<file path="src/design/assert_macros.svh">
// Assertion macros shared by the hole table allocator RTL.
// No dependencies; the including module must provide clk and rst_n.
`ifndef ASSERT_MACROS_SVH
`define ASSERT_MACROS_SVH

// Property checked on every rising clock edge outside of reset.
`define HTA_ASSERT(lbl, prop, msg) \
  lbl: assert property (@(posedge clk) disable iff (!rst_n) prop) else $error(msg);

// Condition that must never be seen on a rising clock edge outside of reset.
`define HTA_NEVER(lbl, expr, msg) \
  lbl: assert property (@(posedge clk) disable iff (!rst_n) !(expr)) else $error(msg);

`endif

</file>
<file path="src/design/hta_pkg.sv">
// Package for the hole table fit allocator: sizes, codes and shared types.
// No dependencies; imported by hta_cmp_unit and the top level.
package hta_pkg;

  // Table geometry.
  localparam int TABLE_DEPTH = 64;
  localparam int SIZE_BITS   = 16;
  localparam int IDX_W       = $clog2(TABLE_DEPTH);
  localparam int CNT_W       = $clog2(TABLE_DEPTH + 1);

  // Request functions.
  localparam logic FUNC_APPEND = 1'b0;
  localparam logic FUNC_ALLOC  = 1'b1;

  // Result status codes.
  localparam logic [1:0] ST_DONE  = 2'd0;
  localparam logic [1:0] ST_NOFIT = 2'd1;
  localparam logic [1:0] ST_FULL  = 2'd2;

  // Fit policies.
  localparam logic [1:0] STRAT_FIRST = 2'd0;
  localparam logic [1:0] STRAT_BEST  = 2'd1;
  localparam logic [1:0] STRAT_WORST = 2'd2;
  localparam logic [1:0] STRAT_NEXT  = 2'd3;

  // Sequencer states.
  typedef enum logic [3:0] {
    S_IDLE   = 4'b0001,
    S_SCAN   = 4'b0010,
    S_DECIDE = 4'b0100,
    S_SHIFT  = 4'b1000
  } state_t;

  // Flags returned by the shared compare unit.
  typedef struct packed {
    logic a_ge_b;
    logic a_lt_c;
    logic a_gt_c;
  } cmp_flags_t;

endpackage

</file>
<file path="src/design/hta_ram.sv">
// Generic single write port, single read port RAM with registered read data.
// No dependencies.
module hta_ram #(
  parameter int WIDTH = 16,
  parameter int DEPTH = 64
) (
  input  logic                     clk,
  input  logic                     wr_en,
  input  logic [$clog2(DEPTH)-1:0] wr_addr,
  input  logic [WIDTH-1:0]         wr_data,
  input  logic [$clog2(DEPTH)-1:0] rd_addr,
  output logic [WIDTH-1:0]         rd_data
);

  logic [WIDTH-1:0] mem [DEPTH];
  logic [WIDTH-1:0] rd_data_r;

  // Write port.
  always_ff @(posedge clk) begin
    if (wr_en) begin
      mem[wr_addr] <= wr_data;
    end
  end

  // Read port with registered read data.
  always_ff @(posedge clk) begin
    rd_data_r <= mem[rd_addr];
  end

  assign rd_data = rd_data_r;

endmodule

</file>
<file path="src/design/hta_cmp_unit.sv">
// Shared compare and subtract unit of the hole table allocator.
// Depends on hta_pkg for the size width and the flag struct.
module hta_cmp_unit
  import hta_pkg::*;
(
  input  logic [SIZE_BITS-1:0] op_a,
  input  logic [SIZE_BITS-1:0] op_b,
  input  logic [SIZE_BITS-1:0] op_c,
  output cmp_flags_t           flags,
  output logic [SIZE_BITS-1:0] diff
);

  // Fit test against the request, rank test against the current candidate.
  always_comb begin
    flags.a_ge_b = (op_a >= op_b);
    flags.a_lt_c = (op_a < op_c);
    flags.a_gt_c = (op_a > op_c);
  end

  // Size left after taking the request out of a hole.
  assign diff = op_a - op_b;

endmodule

</file>
<file path="src/design/hole_table_fit_allocator_unit.sv">
// Hole table fit allocator: top level with sequencer, table RAM and compare unit.
// Depends on hta_pkg, hta_ram, hta_cmp_unit and assert_macros.svh.
// An append, a zero request or an allocate on an empty table answers in the cycle
// after start; a scan reads the filled holes in turn (stopping sooner when first or next
// fit hits), and removing an exactly used hole keeps busy while the later holes move down,
// one RAM read a cycle.
// Reset (rst_n low, synchronous) empties the table, zeroes the rover and selects first fit.
// The result strobe lasts one cycle; the receiver cannot stall it.
`include "assert_macros.svh"

module hole_table_fit_allocator_unit
  import hta_pkg::*;
(
  input  logic                 clk,
  input  logic                 rst_n,
  input  logic                 start,
  output logic                 busy,
  input  logic                 in_func,
  input  logic [SIZE_BITS-1:0] in_request_size,
  output logic                 out_valid,
  output logic [1:0]           out_status,
  output logic                 out_exact_fit,
  output logic [IDX_W-1:0]     out_entry_index,
  output logic [SIZE_BITS-1:0] out_remaining_size,
  input  logic                 cfg_valid,
  output logic                 cfg_ready,
  input  logic [1:0]           cfg_strategy
);

  state_t               state_r, state_nxt;
  logic [CNT_W-1:0]     count_r, count_nxt;
  logic [IDX_W-1:0]     rover_r, rover_nxt;
  logic [1:0]           strategy_r;
  logic [SIZE_BITS-1:0] req_r, req_nxt;
  logic [CNT_W-1:0]     pos_r, pos_nxt;
  logic [CNT_W-1:0]     issue_r, issue_nxt;
  logic                 pend_vld_r, pend_vld_nxt;
  logic [IDX_W-1:0]     pend_pos_r, pend_pos_nxt;
  logic                 found_r, found_nxt;
  logic [IDX_W-1:0]     best_pos_r, best_pos_nxt;
  logic [SIZE_BITS-1:0] best_size_r, best_size_nxt;

  logic                 out_valid_r, out_valid_nxt;
  logic [1:0]           out_status_r, out_status_nxt;
  logic                 out_exact_r, out_exact_nxt;
  logic [IDX_W-1:0]     out_index_r, out_index_nxt;
  logic [SIZE_BITS-1:0] out_rem_r, out_rem_nxt;

  logic                 ram_we;
  logic [IDX_W-1:0]     ram_waddr;
  logic [SIZE_BITS-1:0] ram_wdata;
  logic [IDX_W-1:0]     ram_raddr;
  logic [SIZE_BITS-1:0] ram_rdata;

  logic [SIZE_BITS-1:0] cmp_a;
  cmp_flags_t           cmp_flags;
  logic [SIZE_BITS-1:0] cmp_diff;

  logic                 seq_policy;
  logic                 hit_stop;
  logic                 better;
  logic [CNT_W-1:0]     pos_inc;

  // Hole size table.
  hta_ram #(
    .WIDTH(SIZE_BITS),
    .DEPTH(TABLE_DEPTH)
  ) u_table (
    .clk    (clk),
    .wr_en  (ram_we),
    .wr_addr(ram_waddr),
    .wr_data(ram_wdata),
    .rd_addr(ram_raddr),
    .rd_data(ram_rdata)
  );

  // Shared compare unit: tests the hole just read, or the chosen hole at the end.
  hta_cmp_unit u_cmp (
    .op_a (cmp_a),
    .op_b (req_r),
    .op_c (best_size_r),
    .flags(cmp_flags),
    .diff (cmp_diff)
  );

  assign cmp_a = (state_r == S_DECIDE) ? best_size_r : ram_rdata;

  // Scan helpers.
  assign seq_policy = (strategy_r == STRAT_FIRST) || (strategy_r == STRAT_NEXT);
  assign hit_stop   = (state_r == S_SCAN) && pend_vld_r && cmp_flags.a_ge_b && seq_policy;
  assign better     = !found_r ||
                      ((strategy_r == STRAT_BEST) && cmp_flags.a_lt_c) ||
                      ((strategy_r == STRAT_WORST) && cmp_flags.a_gt_c);
  assign pos_inc    = pos_r + CNT_W'(1);

  // Sequencer and datapath control.
  always_comb begin
    state_nxt      = state_r;
    count_nxt      = count_r;
    rover_nxt      = rover_r;
    req_nxt        = req_r;
    pos_nxt        = pos_r;
    issue_nxt      = issue_r;
    pend_vld_nxt   = 1'b0;
    pend_pos_nxt   = pend_pos_r;
    found_nxt      = found_r;
    best_pos_nxt   = best_pos_r;
    best_size_nxt  = best_size_r;
    out_valid_nxt  = 1'b0;
    out_status_nxt = out_status_r;
    out_exact_nxt  = out_exact_r;
    out_index_nxt  = out_index_r;
    out_rem_nxt    = out_rem_r;
    ram_we         = 1'b0;
    ram_waddr      = best_pos_r;
    ram_wdata      = cmp_diff;
    ram_raddr      = pos_r[IDX_W-1:0];

    case (state_r)
      S_IDLE: begin
        if (start) begin
          req_nxt       = in_request_size;
          out_valid_nxt = 1'b1;
          out_exact_nxt = 1'b0;
          out_index_nxt = '0;
          out_rem_nxt   = '0;
          if (in_func == FUNC_APPEND) begin
            if (count_r == CNT_W'(TABLE_DEPTH)) begin
              out_status_nxt = ST_FULL;
            end else begin
              ram_we         = 1'b1;
              ram_waddr      = count_r[IDX_W-1:0];
              ram_wdata      = in_request_size;
              out_status_nxt = ST_DONE;
              out_index_nxt  = count_r[IDX_W-1:0];
              out_rem_nxt    = in_request_size;
              count_nxt      = count_r + CNT_W'(1);
            end
          end else if ((in_request_size == '0) || (count_r == '0)) begin
            out_status_nxt = ST_NOFIT;
          end else begin
            // Start a scan; next fit begins at the rover when it is still in range.
            out_valid_nxt = 1'b0;
            state_nxt     = S_SCAN;
            issue_nxt     = '0;
            found_nxt     = 1'b0;
            if ((strategy_r == STRAT_NEXT) && (CNT_W'(rover_r) < count_r)) begin
              pos_nxt = CNT_W'(rover_r);
            end else begin
              pos_nxt = '0;
            end
          end
        end
      end

      S_SCAN: begin
        // Judge the hole read in the previous cycle.
        if (pend_vld_r && cmp_flags.a_ge_b && (seq_policy || better)) begin
          found_nxt     = 1'b1;
          best_pos_nxt  = pend_pos_r;
          best_size_nxt = ram_rdata;
        end
        // Issue the next read, wrapping round the filled part of the table.
        if (!hit_stop && (issue_r != count_r)) begin
          pend_vld_nxt = 1'b1;
          pend_pos_nxt = pos_r[IDX_W-1:0];
          pos_nxt      = (pos_inc == count_r) ? '0 : pos_inc;
          issue_nxt    = issue_r + CNT_W'(1);
        end
        if (hit_stop || ((issue_r == count_r) && !pend_vld_r)) begin
          state_nxt = S_DECIDE;
        end
      end

      S_DECIDE: begin
        out_valid_nxt = 1'b1;
        state_nxt     = S_IDLE;
        if (!found_r) begin
          out_status_nxt = ST_NOFIT;
          out_exact_nxt  = 1'b0;
          out_index_nxt  = '0;
          out_rem_nxt    = '0;
        end else begin
          out_status_nxt = ST_DONE;
          out_index_nxt  = best_pos_r;
          out_rem_nxt    = cmp_diff;
          out_exact_nxt  = (cmp_diff == '0);
          if (cmp_diff != '0) begin
            ram_we = 1'b1;
            if (strategy_r == STRAT_NEXT) begin
              rover_nxt = best_pos_r;
            end
          end else begin
            // Hole used up: drop it and move the later holes down.
            count_nxt    = count_r - CNT_W'(1);
            pos_nxt      = CNT_W'(best_pos_r) + CNT_W'(1);
            pend_vld_nxt = 1'b0;
            state_nxt    = S_SHIFT;
            if (strategy_r == STRAT_NEXT) begin
              rover_nxt = (CNT_W'(best_pos_r) < (count_r - CNT_W'(1))) ? best_pos_r : '0;
            end
          end
        end
      end

      S_SHIFT: begin
        // Write back the entry read last cycle one place lower.
        if (pend_vld_r) begin
          ram_we    = 1'b1;
          ram_waddr = pend_pos_r;
          ram_wdata = ram_rdata;
        end
        if (pos_r <= count_r) begin
          pend_vld_nxt = 1'b1;
          pend_pos_nxt = pos_r[IDX_W-1:0] - IDX_W'(1);
          pos_nxt      = pos_inc;
        end else if (!pend_vld_r) begin
          state_nxt = S_IDLE;
        end
      end

      default: begin
        state_nxt = S_IDLE;
      end
    endcase
  end

  // Control registers.
  always_ff @(posedge clk) begin
    if (!rst_n) begin
      state_r     <= S_IDLE;
      count_r     <= '0;
      rover_r     <= '0;
      strategy_r  <= STRAT_FIRST;
      pend_vld_r  <= 1'b0;
      out_valid_r <= 1'b0;
    end else begin
      state_r     <= state_nxt;
      count_r     <= count_nxt;
      rover_r     <= rover_nxt;
      pend_vld_r  <= pend_vld_nxt;
      out_valid_r <= out_valid_nxt;
      if (cfg_valid && cfg_ready) begin
        strategy_r <= cfg_strategy;
      end
    end
  end

  // Payload registers.
  always_ff @(posedge clk) begin
    req_r        <= req_nxt;
    pos_r        <= pos_nxt;
    issue_r      <= issue_nxt;
    pend_pos_r   <= pend_pos_nxt;
    found_r      <= found_nxt;
    best_pos_r   <= best_pos_nxt;
    best_size_r  <= best_size_nxt;
    out_status_r <= out_status_nxt;
    out_exact_r  <= out_exact_nxt;
    out_index_r  <= out_index_nxt;
    out_rem_r    <= out_rem_nxt;
  end

  // Ports.
  assign busy               = (state_r != S_IDLE);
  assign cfg_ready          = 1'b1;
  assign out_valid          = out_valid_r;
  assign out_status         = out_status_r;
  assign out_exact_fit      = out_exact_r;
  assign out_entry_index    = out_index_r;
  assign out_remaining_size = out_rem_r;

  // Assertions.
  `HTA_NEVER(a_count_range, count_r > CNT_W'(TABLE_DEPTH), "hole count above table depth")
  `HTA_ASSERT(a_append_result, (start && !busy && (in_func == FUNC_APPEND)) |=> out_valid_r, "append request without result next cycle")
  `HTA_ASSERT(a_exact_result, (out_valid_r && out_exact_r) |-> ((out_rem_r == '0) && (out_status_r == ST_DONE)), "exact fit result with size left")
  `HTA_ASSERT(a_count_drop, (count_r < $past(count_r)) |-> (out_valid_r && out_exact_r), "hole removed without exact fit result")
  `HTA_ASSERT(a_scan_bound, ((state_r == S_SCAN) && pend_vld_r) |-> (CNT_W'(pend_pos_r) < count_r), "scan read beyond filled entries")

endmodule
</file>
<file path="config.mk">
export PLATFORM = sky130hd
export DESIGN_NAME = hole_table_fit_allocator_unit
export DESIGN_NICKNAME = d
export VERILOG_FILES = /design/src/design/hta_pkg.sv /design/src/design/hta_ram.sv /design/src/design/hta_cmp_unit.sv /design/src/design/hole_table_fit_allocator_unit.sv
export VERILOG_INCLUDE_DIRS = /design/src /design/src/design
export SDC_FILE = /design/constraint.sdc
export NUM_CORES = 1
export LEC_CHECK = 0
export BUFFER_PORTS_ARGS = -buffer_cell sky130_fd_sc_hd__buf_2
export CORE_MARGIN = 2
export CORE_UTILIZATION = 30
export CTS_BUF_LIST = sky130_fd_sc_hd__clkbuf_8 sky130_fd_sc_hd__clkbuf_16
export CTS_CLUSTER_DIAMETER = 60
export CTS_CLUSTER_SIZE = 28
export DETAILED_ROUTE_END_ITERATION = 12
export PLACE_DENSITY = 0.54
export SYNTH_ARGS = -nofsm -noshare
export SYNTH_HDL_FRONTEND = slang
export SYNTH_HIERARCHICAL = 1
export SYNTH_SLANG_ARGS = --single-unit
export TNS_END_PERCENT = 30
</file>
<file path="constraint.sdc">
create_clock -name clk -period 6.25 [get_ports clk]
set_input_delay 0 -clock clk [delete_from_list [all_inputs] [get_ports clk]]
set_output_delay 0 -clock clk [all_outputs]
set_load 0.03 [all_outputs]
</file>
==> flow_summary.rst, run 1 <==
.. list-table::
   :header-rows: 1

   * - Metric
     - Value
   * - Outcome
     - finished clean
   * - Tmin final
     - 5.67 ns
   * - # nets final
     - 2819
   * - Fraction of synthesized cell area taken by the top area cell type
     - 70.9%
   * - Final routed wire length divided by cell count
     - 24.9 microns
   * - Count of final setup violators
     - 0
   * - Vias in the first global route
     - 24200
   * - Period utilization
     - 90.7%
   * - Area grow syn2layout
     - 15.7%
   * - Count of yosys warnings during synthesis
     - 6
   * - Number of rows created at floorplan
     - 145
   * - CP required
     - 6.66 ns
   * - Largest fanout of any net on the critical path
     - 18
   * - Most area-hungry cell type in the Yosys netlist
     - edfxtp_1
   * - Count of pins over their slew limit
     - 0
   * - I/O pins
     - 51
   * - First-pass iteration count of the detailed router
     - 5
   * - Starting density of the core
     - 30.1%
   * - Gate count of the mapped netlist
     - 2546
   * - Wire length of the first global-routing pass
     - 175 mm
   * - Mean cell area of the mapped netlist
     - 18.4 sq um
   * - WS Path Type
     - reg -> reg
   * - Half-perimeter wire length after detailed placement
     - 78.6 mm
   * - Number of antenna violations at the first check in global routing
     - 2
   * - Number of synthesized flops with an enable pin
     - 1108
   * - Worst skew pair latency
     - 0.73 ns
   * - Fraction of final layout cells with drive strength greater than 1
     - 23.2%
   * - GRT overflow
     - 0
   * - Initial detailed-routing violation count
     - 2300
   * - Maximum clock skew at final layout
     - 0.0264 ns
   * - Die Y
     - 400 microns
   * - Unrepaired setup endpoints after global routing
     - false
   * - Post-cts repair resize count
     - 0
   * - Filler cells
     - 14600
   * - Netlist Area Pre-Place
     - 46900 sq um
   * - Root buffer cell
     - clkbuf_16
   * - Top cells by instance count after synthesis
     - edfxtp_1, mux4_2, nand2_1, nor2_1, mux2i_1
   * - DRC violations left
     - 0
   * - Final Hold Violating Endpoints
     - 0
   * - VDD IR max
     - 410 uV
   * - Vias per Instance
     - 4.97
   * - Count of nets left with antenna violations after detail routing
     - 0
   * - Biggest area contributors in the synthesized netlist
     - edfxtp_1, mux4_2, mux2i_1
   * - Count of buffers inserted at the top-level ports
     - 49
   * - Instance count along the most critical hold path
     - 2
   * - Normalized max-slew margin
     - 16.3%
   * - Sort of element at the end of the critical path
     - register
   * - Setup crit start kind
     - register
   * - Total Die Area
     - 160000 sq um
   * - Data arrival, critical path
     - 6.07 ns
   * - Global placer's final weighted congestion
     - 0.832
   * - Number of buffers added to fix hold violations after cts
     - 27
   * - Total Routed Length
     - 121 mm
   * - Number of maximum-capacitance constraint violations
     - 0
   * - Net count after synthesis
     - 2630
   * - Clock transition at path regs
     - 0.09 ns
   * - Post-CTS setup buffer count
     - 0
   * - GRT Util Overall
     - 15.1%
   * - Depth of the worst register-to-register path
     - 21
   * - FFs w/ async S/R, synth
     - 0%
   * - Maximum buffer depth of the clock tree
     - 3
   * - Power per standard cell area
     - 518 nW/um^2
   * - Leak
     - 17.7 nW
   * - Largest net degree at the start of global routing
     - 96
   * - Maximum clock frequency
     - 176 MHz
   * - Top_reg_cell synth
     - edfxtp_1
   * - Sum Neg Setup Slack
     - 0 ns
   * - Slew at the pin closest to its max-slew limit
     - 1.24 ns
   * - Antenna diodes
     - 0
   * - Number of CTS-inserted buffers
     - 94
   * - Count leader, synth
     - edfxtp_1
   * - # H-tree levels
     - 3
   * - Flip-flop and latch count after synthesis
     - 1145
   * - Clock Sinks
     - 1145
   * - Number of distinct library cell variants in the gate-level netlist after synthesis
     - 78
   * - Cell area after layout
     - 54300 sq um
   * - Horizontal die dimension
     - 400 microns
   * - Core Footprint
     - 156000 sq um
   * - TritonCTS clock tree
     - built
   * - Placement Cell Area
     - 50600 sq um
   * - Sequential share of the synthesized area
     - 72.5%
   * - Class of the most critical hold timing path
     - in -> reg
   * - Via count
     - 24200
-- logic make-up after synthesis --
group / after synthesis / share of synthesized area, %
other cells: 1 / 0.00799
flops: 1145 / 72.5
mux: 328 / 13.0
compound gates: 311 / 4.98
buf+inv: 198 / 2.19
fa+ha+maj: 61 / 1.64
xor+xnor: 54 / 1.10
simple gates: 448 / 4.63
-- power by group --
group	switching [mW]	total (mW)	leakage, nW	internal (mW)
Combinational	7.18	10.0	5.70	2.82
Clock	3.18	6.52	1.66	3.34
Sequential	0.205	11.6	10.3	11.4
Total	10.6	28.1	17.7	17.5
-- registers in the layout, indices dropped and copies added (netlist names) --
signal,cells
u_table/mem,1024
best_size_r,16
out_remaining_size,16
req_r,16
u_table/rd_data,16
count_r,7
issue_r,7
pos_r,7
best_pos_r,6
out_entry_index,6
pend_pos_r,6
rover_r,6
state_r,4
out_status,2
strategy_r,2
found_r,1
out_exact_fit,1
out_valid,1
pend_vld_r,1
-- worst max-delay path: stages (launching register included) --
cell      delay (ns)
dfxtp_1         0.38
or4b_2          0.94
nand2_1         0.15
nand2_1         0.06
inv_1           0.09
ha_1            0.17
inv_1           0.05
fa_1            0.40
a21oi_1         0.19
o21ai_0         0.11
a21oi_1         0.26
a21oi_1         0.20
a31oi_1         0.23
xnor2_1         0.20
nor4_1          0.08
and4_1          0.27
o21ai_0         0.18
buf_4           0.22
nand3b_1        0.26
or3_1           0.48
nor2_1          0.16
buf_4           0.25
-- cell usage in the layout (no fill, tap or decap), types with 41 or more instances in the layout --
cell type	n
mux2i_1	94
mux4_2	223
nand2_1	125
buf_2	49
edfxtp_1	1108
nand3_1	53
clkbuf_16	96
ha_1	60
nor2_1	102
buf_4	126
nor2b_1	41
a22oi_1	81
a21oi_1	43
inv_1	62
-- final cells by class --
class / count / area, sq um / area share [%]
multi-input combinational: 1203 / 12000 / 22.1
timing repair buffer: 231 / 2040 / 3.76
tap: 2058 / 2570 / 4.74
clock inverter: 80 / 1070 / 1.96
sequential: 1145 / 34000 / 62.6
clock buffer: 96 / 2400 / 4.42
inverter: 60 / 225 / 0.415
-- worst paths after layout --
kind	start	endpoint	slack (ns)
worst max-delay path	state_r[3]$_SDFFE_PN0P_	u_table/mem[34][0]$_DFFE_PP_	0.58
worst min-delay path	in_request_size[6]	req_r[6]$_DFFE_PP_	0.09
worst max register to register	state_r[3]$_SDFFE_PN0P_	u_table/mem[34][0]$_DFFE_PP_	0.58
worst min register to register	pend_pos_r[5]$_DFFE_PP_	best_pos_r[5]$_DFFE_PP_	0.47
-- per-layer routing --
| layer | part of all wire (%) | vias to the layer above | wire length [microns] | track usage, % |
|---|---|---|---|---|
| met2 | 49 | 664 | 58900 | 24.8 |
| met3 | 5.5 | 142 | 6670 | 2.50 |
| met4 | 2.7 | 0 | 3310 | 4.96 |
| met5 | 0 | - | 0 | 0 |
| li1 | - | 10700 | - | - |
| met1 | 43 | 12700 | 52400 | 20.3 |
-- metrics by stage --
stage                     power [mW]  cells  util, %  worst slack, ns  hold slack, ns
final                           28.1   4873     34.8            0.583          0.0944
after global routing            29.3   4873     34.8            0.242          0.0893
after CTS                       28.4   4873     34.8            0.653          0.0375
after detailed placement        21.9   4670     32.4            0.715           0.276
after global placement          21.9   4670     32.4            0.659           0.263
after floorplan                 17.3   2546        -            0.166          0.0989
(Power assumes the default switching activity.)
==> inputs of run 2 (changes only) <==
==> constraint.sdc (replaced) <==
create_clock -name clk -period 6.25 [get_ports clk]
set_input_delay 0.625 -clock clk [delete_from_list [all_inputs] [get_ports clk]]
set_output_delay 0.625 -clock clk [all_outputs]
set_load 0.03 [all_outputs]
==> run 2 against run 1 <==
  * Sequential power about the same
  * Worst setup slack improved by 0.0058 ns
  * Critical path depth unchanged
  * Non-clock buffer count fell by 27
  * Clock-buffer cell count is the same
  * Highest routed layer unchanged
  * Hold slack gained 0.067 ns
  * Via count shrank 0.25%
  * Die area is the same
  * Clock skew is 0.0025 ns higher
  * Power hardly changed
==> flow_summary.rst, run 2 (synthesis results as in run 1) <==
.. list-table::
   :header-rows: 1

   * - Metric
     - Value
   * - End of the worst register-to-register path
     - u_table/mem[34][10]$_DFFE_PP_ (was u_table/mem[34][0]$_DFFE_PP_)
   * - Largest fanout of any net on the critical path
     - 18 (unchanged)
   * - Logic pwr share
     - 35.5% (was 35.6%)
   * - Starting density of the core
     - 30.1% (unchanged)
   * - Count of nets left with antenna violations after detail routing
     - 0 (unchanged)
   * - Maximum clock frequency
     - 177 MHz (was 176 MHz)
   * - Total Die Area
     - 160000 sq um (unchanged)
   * - Maximum cell stage delay along the critical path
     - 0.94 ns (about the same)
   * - Vias in the first global route
     - 24100 (was 24200)
   * - Cell internal power dissipation
     - 17.5 mW (about the same)
   * - Register ranked first by flip-flop count
     - u_table/mem (unchanged)
   * - WS Path Type
     - reg -> reg (unchanged)
   * - Period utilization
     - 90.6% (was 90.7%)
   * - Outcome
     - finished clean (unchanged)
   * - Clock Sinks
     - 1145 (unchanged)
   * - Area grow syn2layout
     - 15.1% (was 15.7%)
   * - Sort of element at the end of the critical path
     - register (unchanged)
   * - Fraction of final layout cells with drive strength greater than 1
     - 23.5% (was 23.2%)
   * - Depth of the worst register-to-register path
     - 21 (unchanged)
   * - Clock transition at path regs
     - 0.09 ns (about the same)
   * - Leak
     - 17.6 nW (was 17.7 nW)
   * - Number of maximum-capacitance constraint violations
     - 0 (unchanged)
   * - Count of final setup violators
     - 0 (unchanged)
   * - Filler cells
     - 14600 (about the same)
   * - Number of rows created at floorplan
     - 145 (unchanged)
   * - Antenna diodes
     - 0 (unchanged)
   * - Root buffer cell
     - clkbuf_16 (unchanged)
   * - Maximum buffer depth of the clock tree
     - 3 (unchanged)
   * - Number of buffers added to fix hold violations after cts
     - 0 (was 27)
   * - Post-cts repair resize count
     - 0 (unchanged)
   * - Global placer's final weighted congestion
     - 0.832 (unchanged)
   * - Final routed wire length divided by cell count
     - 25.0 microns (was 24.9 microns)
   * - Number of stages on the worst setup path
     - 21 (unchanged)
   * - Worst reg2reg setup slack
     - 0.59 ns (was 0.58 ns)
   * - Most common library cell in the layout ignoring fill and taps
     - edfxtp_1 (unchanged)
   * - # nets final
     - 2792 (was 2819)
   * - Max FFs per register
     - 1024 (unchanged)
   * - Critical path buffer and inverter count
     - 4 (unchanged)
   * - DRC violations left
     - 0 (unchanged)
   * - VDD IR max
     - 407 uV (was 410 uV)
   * - Number of antenna violations at the first check in global routing
     - 2 (unchanged)
   * - Count of buffers inserted at the top-level ports
     - 49 (unchanged)
   * - Total Routed Length
     - 121 mm (about the same)
   * - Core Footprint
     - 156000 sq um (unchanged)
   * - Sequential cell fraction of total power
     - 41.3% (was 41.2%)
   * - Cell chain of the critical path
     - or4b_2, nand2_1, nand2_1, inv_1, ha_1, inv_1, fa_1, a21oi_1, o21ai_0, a21oi_1, a21oi_1, a31oi_1, xnor2_1, nor4_1, and4_1, o21ai_0, buf_4, nand3b_1, or3_1, nor2_1, buf_4 (unchanged)
   * - Cell family with the largest share of critical-path delay
     - simple AND/OR/NAND/NOR gates (unchanged)
   * - Class of the most critical hold timing path
     - in -> reg (unchanged)
   * - # H-tree levels
     - 3 (unchanged)
   * - Tot Pwr
     - 28.1 mW (about the same)
   * - Worst reg2reg startpoint
     - state_r[3]$_SDFFE_PN0P_ (unchanged)
   * - Cell with the largest stage delay on the worst path
     - or4b_2 (unchanged)
   * - Unrepaired setup endpoints after global routing
     - false (unchanged)
   * - Maximum clock skew at final layout
     - 0.0289 ns (was 0.0264 ns)
   * - Beginning of the critical path
     - state_r[3]$_SDFFE_PN0P_ (unchanged)
   * - Switching power
     - 10.6 mW (about the same)
   * - Count of pins over their slew limit
     - 0 (unchanged)
   * - Data arrival, critical path
     - 6.07 ns (about the same)
   * - Slew at the pin closest to its max-slew limit
     - 1.27 ns (was 1.24 ns)
   * - Initial detailed-routing violation count
     - 2256 (was 2300)
   * - Post-CTS setup buffer count
     - 0 (unchanged)
   * - Sum Neg Setup Slack
     - 0 ns (unchanged)
   * - Via count
     - 24200 (about the same)
   * - Worst skew pair latency
     - 0.73 ns (about the same)
   * - Power per standard cell area
     - 520 nW/um^2 (was 518 nW/um^2)
   * - Vias per Instance
     - 4.99 (was 4.97)
   * - Wire length of the first global-routing pass
     - 175 mm (about the same)
   * - Half-perimeter wire length after detailed placement
     - 78.6 mm (unchanged)
   * - GRT overflow
     - 0 (unchanged)
   * - Horizontal die dimension
     - 400 microns (unchanged)
   * - First-pass iteration count of the detailed router
     - 6 (was 5)
   * - Sw Ratio
     - 37.6% (about the same)
   * - TritonCTS clock tree
     - built (unchanged)
   * - I/O pins
     - 51 (unchanged)
   * - Tmin final
     - 5.66 ns (was 5.67 ns)
   * - Worst hold margin
     - 0.162 ns (was 0.0944 ns)
   * - Largest net degree at the start of global routing
     - 96 (unchanged)
   * - Critical path's most frequent cell
     - a21oi_1 (unchanged)
   * - Final Hold Violating Endpoints
     - 0 (unchanged)
   * - Relative contribution of the clock network to total power
     - 23.2% (about the same)
   * - Normalized max-slew margin
     - 14.4% (was 16.3%)
   * - End of the critical path
     - u_table/mem[34][10]$_DFFE_PP_ (was u_table/mem[34][0]$_DFFE_PP_)
   * - GRT Util Overall
     - 15.0% (was 15.1%)
   * - Setup crit start kind
     - register (unchanged)
   * - Number of CTS-inserted buffers
     - 94 (unchanged)
   * - Die Y
     - 400 microns (unchanged)
   * - CP required
     - 6.66 ns (about the same)
   * - Commonest non-fill, non-tap cells in the layout
     - edfxtp_1, mux4_2, buf_4, nand2_1, nor2_1 (unchanged)
## run 2: changes by cell type in the layout (fill, tap and decap cells not counted), sizes merged
| cell | change |
|---|---|
| dlygate4sd3 | -27 |
## run 2: tightest hold or removal path: cells and delay by family
family                 cells  cell delay (ns)
and+or+nand+nor            1             0.09
buffers and inverters      1             0.08
muxes                      1             0.06
## run 2: final cells by class
class                           instances  area, sq um  share of cell area (%)
Timing Repair Buffer                  204         1770                    3.28
Clock buffer                           96         2400                    4.45
Sequential cell                      1145        34000                    63.0
Inverter                               60          225                   0.417
Clock inverter                         80         1070                    1.97
Multi-Input combinational cell       1203        12000                    22.2
Tap cell                             2058         2570                    4.77
## run 2: worst min path at each step
stage | start | endpoint | slack (ns) | cells past startpoint
final | cfg_strategy[0] | strategy_r[0]$_SDFFE_PN0P_ | 0.16 | 3
after global routing | in_request_size[6] | req_r[6]$_DFFE_PP_ | 0.14 | 1
after CTS | in_request_size[6] | req_r[6]$_DFFE_PP_ | 0.11 | 1
after detailed placement | pend_pos_r[1]$_DFFE_PP_ | best_pos_r[1]$_DFFE_PP_ | 0.44 | 0
after global placement | pend_pos_r[0]$_DFFE_PP_ | best_pos_r[0]$_DFFE_PP_ | 0.43 | 0
after floorplan | pend_pos_r[2]$_DFFE_PP_ | best_pos_r[2]$_DFFE_PP_ | 0.43 | 0
## run 2: through the flow
step | worst slack [ns] | utilization (%) | instance area (sq um) | instances
2_1_floorplan | 0.166 | - | 46900 | 2546
3_3_place_gp | 0.659 | 32.4 | 50600 | 4670
3_5_place_dp | 0.715 | 32.4 | 50600 | 4670
4_1_cts | 0.653 | 34.7 | 54000 | 4846
5_1_grt | 0.242 | 34.7 | 54000 | 4846
6_report | 0.589 | 34.7 | 54000 | 4846
## run 2: power by group through the flow
stage	clock network [mW]	logic [mW]	registers [mW]
2_1_floorplan	0	5.44	11.9
3_3_place_gp	0	10.1	11.8
3_5_place_dp	0	10.1	11.8
4_1_cts	6.67	10.1	11.6
5_1_grt	6.94	10.7	11.6
6_report	6.52	9.97	11.6
## run 2: per-layer routing
| metal | GRT usage, % | share of wire [%] | vias up |
|---|---|---|---|
| met2 | 24.7 | 49 | 639 |
| li1 | - | - | 10600 |
| met4 | 4.96 | 2.7 | 0 |
| met3 | 2.50 | 5.6 | 146 |
| met5 | 0 | 0 | - |
| met1 | 20.3 | 43 | 12700 |
==> inputs of run 3 (changes only) <==
--- a/config.mk
+++ b/config.mk
@@ -13,7 +13,7 @@
 export CTS_CLUSTER_DIAMETER = 60
 export CTS_CLUSTER_SIZE = 28
 export DETAILED_ROUTE_END_ITERATION = 12
-export PLACE_DENSITY = 0.54
+export PLACE_DENSITY = 0.53
 export SYNTH_ARGS = -nofsm -noshare
 export SYNTH_HDL_FRONTEND = slang
 export SYNTH_HIERARCHICAL = 1
==> constraint.sdc (replaced) <==
create_clock -name clk -period 6.5 [get_ports clk]
set_input_delay 0.65 -clock clk [delete_from_list [all_inputs] [get_ports clk]]
set_output_delay 0.65 -clock clk [all_outputs]
set_load 0.03 [all_outputs]
==> run 3 against run 2 <==
  * Core utilization down 0.099 points
  * Via count up 0.78%
  * Sequential share of layout area up 0.18 points
  * Hold slack better by 0.079 ns
  * Highest routed layer is now met5
  * Fmax down 2.2%
  * Critical path type unchanged
  * Cell count down 0.47%
==> flow_summary.rst, run 3 (synthesis results as in run 1) <==
.. list-table::
   :header-rows: 1

   * - Metric
     - Value
   * - Commonest non-fill, non-tap cells in the layout
     - edfxtp_1, mux4_2, nand2_1, buf_4, mux2i_1 (was edfxtp_1, mux4_2, buf_4, nand2_1, nor2_1)
   * - Final routed wire length divided by cell count
     - 25.3 microns (was 25.0 microns)
   * - Number of buffers added to fix hold violations after cts
     - 0 (unchanged)
   * - Worst skew pair latency
     - 0.70 ns (was 0.73 ns)
   * - Hold path startpoint
     - in_request_size[1] (was cfg_strategy[0])
   * - Unrepaired setup endpoints after global routing
     - false (unchanged)
   * - Count of final setup violators
     - 0 (unchanged)
   * - Sequential cell fraction of total power
     - 41.7% (was 41.3%)
   * - End of the worst register-to-register path
     - u_table/mem[32][3]$_DFFE_PP_ (was u_table/mem[34][10]$_DFFE_PP_)
   * - Sum Neg Setup Slack
     - 0 ns (unchanged)
   * - Outcome
     - finished clean (unchanged)
   * - Worst reg2reg startpoint
     - state_r[3]$_SDFFE_PN0P_ (unchanged)
   * - Filler cells
     - 14500 (was 14600)
   * - Largest net degree at the start of global routing
     - 75 (was 96)
   * - WS Path Type
     - reg -> reg (unchanged)
   * - Vias in the first global route
     - 23800 (was 24100)
   * - Normalized max-slew margin
     - 17.6% (was 14.4%)
   * - Count of buffers inserted at the top-level ports
     - 49 (unchanged)
   * - Max FFs per register
     - 1024 (unchanged)
   * - Cell area after layout
     - 53900 sq um (was 54000 sq um)
   * - Clock Sinks
     - 1145 (unchanged)
   * - Cell family with the largest share of critical-path delay
     - simple AND/OR/NAND/NOR gates (unchanged)
   * - Placement Cell Area
     - 50600 sq um (about the same)
   * - Setup crit start kind
     - register (unchanged)
   * - Cell internal power dissipation
     - 16.5 mW (was 17.5 mW)
   * - Logic pwr share
     - 36.0% (was 35.5%)
   * - # H-tree levels
     - 3 (unchanged)
   * - Maximum clock skew at final layout
     - 0.0418 ns (was 0.0289 ns)
   * - Maximum buffer depth of the clock tree
     - 3 (unchanged)
   * - Leak
     - 17.5 nW (was 17.6 nW)
   * - Number of antenna violations at the first check in global routing
     - 6 (was 2)
   * - Final Hold Violating Endpoints
     - 0 (unchanged)
   * - Initial detailed-routing violation count
     - 2597 (was 2256)
   * - Post-CTS setup buffer count
     - 0 (unchanged)
   * - GRT Util Overall
     - 15.0% (about the same)
   * - Maximum clock frequency
     - 173 MHz (was 177 MHz)
   * - Count of nets left with antenna violations after detail routing
     - 0 (unchanged)
   * - Sort of element at the end of the critical path
     - register (unchanged)
   * - # nets final
     - 2773 (was 2792)
   * - Power per standard cell area
     - 498 nW/um^2 (was 520 nW/um^2)
   * - Starting density of the core
     - 30.1% (unchanged)
   * - Post-cts repair resize count
     - 0 (unchanged)
   * - Vias per Instance
     - 5.05 (was 4.99)
   * - Worst reg2reg setup slack
     - 0.71 ns (was 0.59 ns)
   * - Number of CTS-inserted buffers
     - 90 (was 94)
   * - Maximum cell stage delay along the critical path
     - 0.96 ns (was 0.94 ns)
   * - Wire length of the first global-routing pass
     - 174 mm (was 175 mm)
   * - Total Die Area
     - 160000 sq um (unchanged)
   * - TritonCTS clock tree
     - built (unchanged)
   * - Most common library cell in the layout ignoring fill and taps
     - edfxtp_1 (unchanged)
   * - First-pass iteration count of the detailed router
     - 6 (unchanged)
   * - Cell with the largest stage delay on the worst path
     - or4b_2 (unchanged)
   * - Area grow syn2layout
     - 14.8% (was 15.1%)
   * - Switching power
     - 10.3 mW (was 10.6 mW)
   * - GRT overflow
     - 0 (unchanged)
   * - Depth of the worst register-to-register path
     - 21 (unchanged)
   * - Largest fanout of any net on the critical path
     - 20 (was 18)
   * - Slew at the pin closest to its max-slew limit
     - 1.22 ns (was 1.27 ns)
   * - Instance count along the most critical hold path
     - 1 (was 3)
   * - Register ranked first by flip-flop count
     - u_table/mem (unchanged)
   * - Critical path's most frequent cell
     - a21oi_1 (unchanged)
   * - Tmin final
     - 5.79 ns (was 5.66 ns)
   * - Total Routed Length
     - 122 mm (was 121 mm)
   * - Die Y
     - 400 microns (unchanged)
   * - VDD IR max
     - 581 uV (was 407 uV)
   * - Root buffer cell
     - clkbuf_16 (unchanged)
   * - Critical path buffer and inverter count
     - 4 (unchanged)
   * - DRC violations left
     - 0 (unchanged)
   * - Class of the most critical hold timing path
     - in -> reg (unchanged)
   * - Count of pins over their slew limit
     - 0 (unchanged)
   * - I/O pins
     - 51 (unchanged)
   * - Fraction of final layout cells with drive strength greater than 1
     - 23.3% (was 23.5%)
   * - CP required
     - 6.89 ns (was 6.66 ns)
   * - Via count
     - 24400 (was 24200)
   * - Horizontal die dimension
     - 400 microns (unchanged)
   * - Global placer's final weighted congestion
     - 0.871 (was 0.832)
   * - Number of maximum-capacitance constraint violations
     - 0 (unchanged)
   * - Number of rows created at floorplan
     - 145 (unchanged)
   * - Data arrival, critical path
     - 6.18 ns (was 6.07 ns)
   * - Period utilization
     - 89.1% (was 90.6%)
   * - Relative contribution of the clock network to total power
     - 22.3% (was 23.2%)
   * - Worst Hold Endpoint
     - req_r[1]$_DFFE_PP_ (was strategy_r[0]$_SDFFE_PN0P_)
   * - Cell chain of the critical path
     - or4b_2, nand2_1, nand2_1, inv_1, ha_1, inv_1, fa_1, a21oi_1, o21ai_0, a21oi_1, a21oi_1, a31oi_1, xnor2_1, nor4_1, and4_1, o21ai_0, buf_4, nand3b_1, or3_1, nor3_2, buf_12 (was or4b_2, nand2_1, nand2_1, inv_1, ha_1, inv_1, fa_1, a21oi_1, o21ai_0, a21oi_1, a21oi_1, a31oi_1, xnor2_1, nor4_1, and4_1, o21ai_0, buf_4, nand3b_1, or3_1, nor2_1, buf_4)
   * - Core Footprint
     - 156000 sq um (unchanged)
   * - Clock transition at path regs
     - 0.08 ns (was 0.09 ns)
   * - Sw Ratio
     - 38.4% (was 37.6%)
   * - Half-perimeter wire length after detailed placement
     - 78.6 mm (about the same)
-- run 3: cell type report --
type	instances	area (sq um)	share of cell area, %
sequential	1145	34000	63.1
clock buffer	95	2350	4.37
timing repair buffer	189	1770	3.29
clock inverter	72	922	1.71
multi-input combinational	1203	12000	22.3
antenna	1	2.50	0.00464
tap	2058	2570	4.78
inverter	60	225	0.418
-- run 3: how the worst max path moves through the flow --
stage / from / to / slack (ns) / cells after the start
finish: state_r[3]$_SDFFE_PN0P_ / u_table/mem[32][3]$_DFFE_PP_ / 0.71 / 21
global route: state_r[3]$_SDFFE_PN0P_ / u_table/mem[38][14]$_DFFE_PP_ / 0.24 / 21
CTS: state_r[3]$_SDFFE_PN0P_ / u_table/mem[32][3]$_DFFE_PP_ / 0.74 / 21
detailed placement: state_r[3]$_SDFFE_PN0P_ / u_table/mem[32][4]$_DFFE_PP_ / 0.77 / 21
global placement: state_r[3]$_SDFFE_PN0P_ / u_table/mem[36][15]$_DFFE_PP_ / 0.80 / 21
floorplan: state_r[1]$_SDFFE_PN0P_ / u_table/mem[32][0]$_DFFE_PP_ / 0.42 / 20
-- run 3: through the flow --
step	std cells	util [%]	power, mW	setup WS (ns)	hold WS, ns
finish	4823	34.6	26.8	0.709	0.241
detailed placement	4655	32.5	21.1	0.767	0.435
CTS	4822	34.6	27.1	0.740	0.190
global placement	4655	32.5	21.0	0.805	0.434
global route	4822	34.6	27.9	0.236	0.213
floorplan	2546	-	16.6	0.416	0.427
-- run 3: per-layer routing --
| layer | global-route usage [%] | part of all wire (%) | vias to the layer above |
|---|---|---|---|
| met5 | 0 | 0.011 | - |
| met2 | 23.3 | 46 | 755 |
| met1 | 21.7 | 45 | 12800 |
| met4 | 3.89 | 2.5 | 2 |
| li1 | - | - | 10600 |
| met3 | 2.67 | 6.1 | 159 |
-- run 3: power groups by stage --
stage	sequential (mW)	combinational, mW	clock [mW]
after global routing	11.2	10.3	6.38
after CTS	11.2	9.76	6.12
after global placement	11.3	9.69	0
final	11.2	9.65	5.98
after detailed placement	11.3	9.75	0
after floorplan	11.4	5.23	0
-- run 3: worst register-to-register path: stages (launching register included) --
cell and delay [ns]:
dfxtp_1 0.38, or4b_2 0.96, nand2_1 0.16, nand2_1 0.07, inv_1 0.08, ha_1 0.18, inv_1 0.06, fa_1 0.40
a21oi_1 0.20, o21ai_0 0.10, a21oi_1 0.26, a21oi_1 0.20, a31oi_1 0.23, xnor2_1 0.19, nor4_1 0.10, and4_1 0.26
o21ai_0 0.20, buf_4 0.22, nand3b_1 0.29, or3_1 0.53, nor3_2 0.22, buf_12 0.20
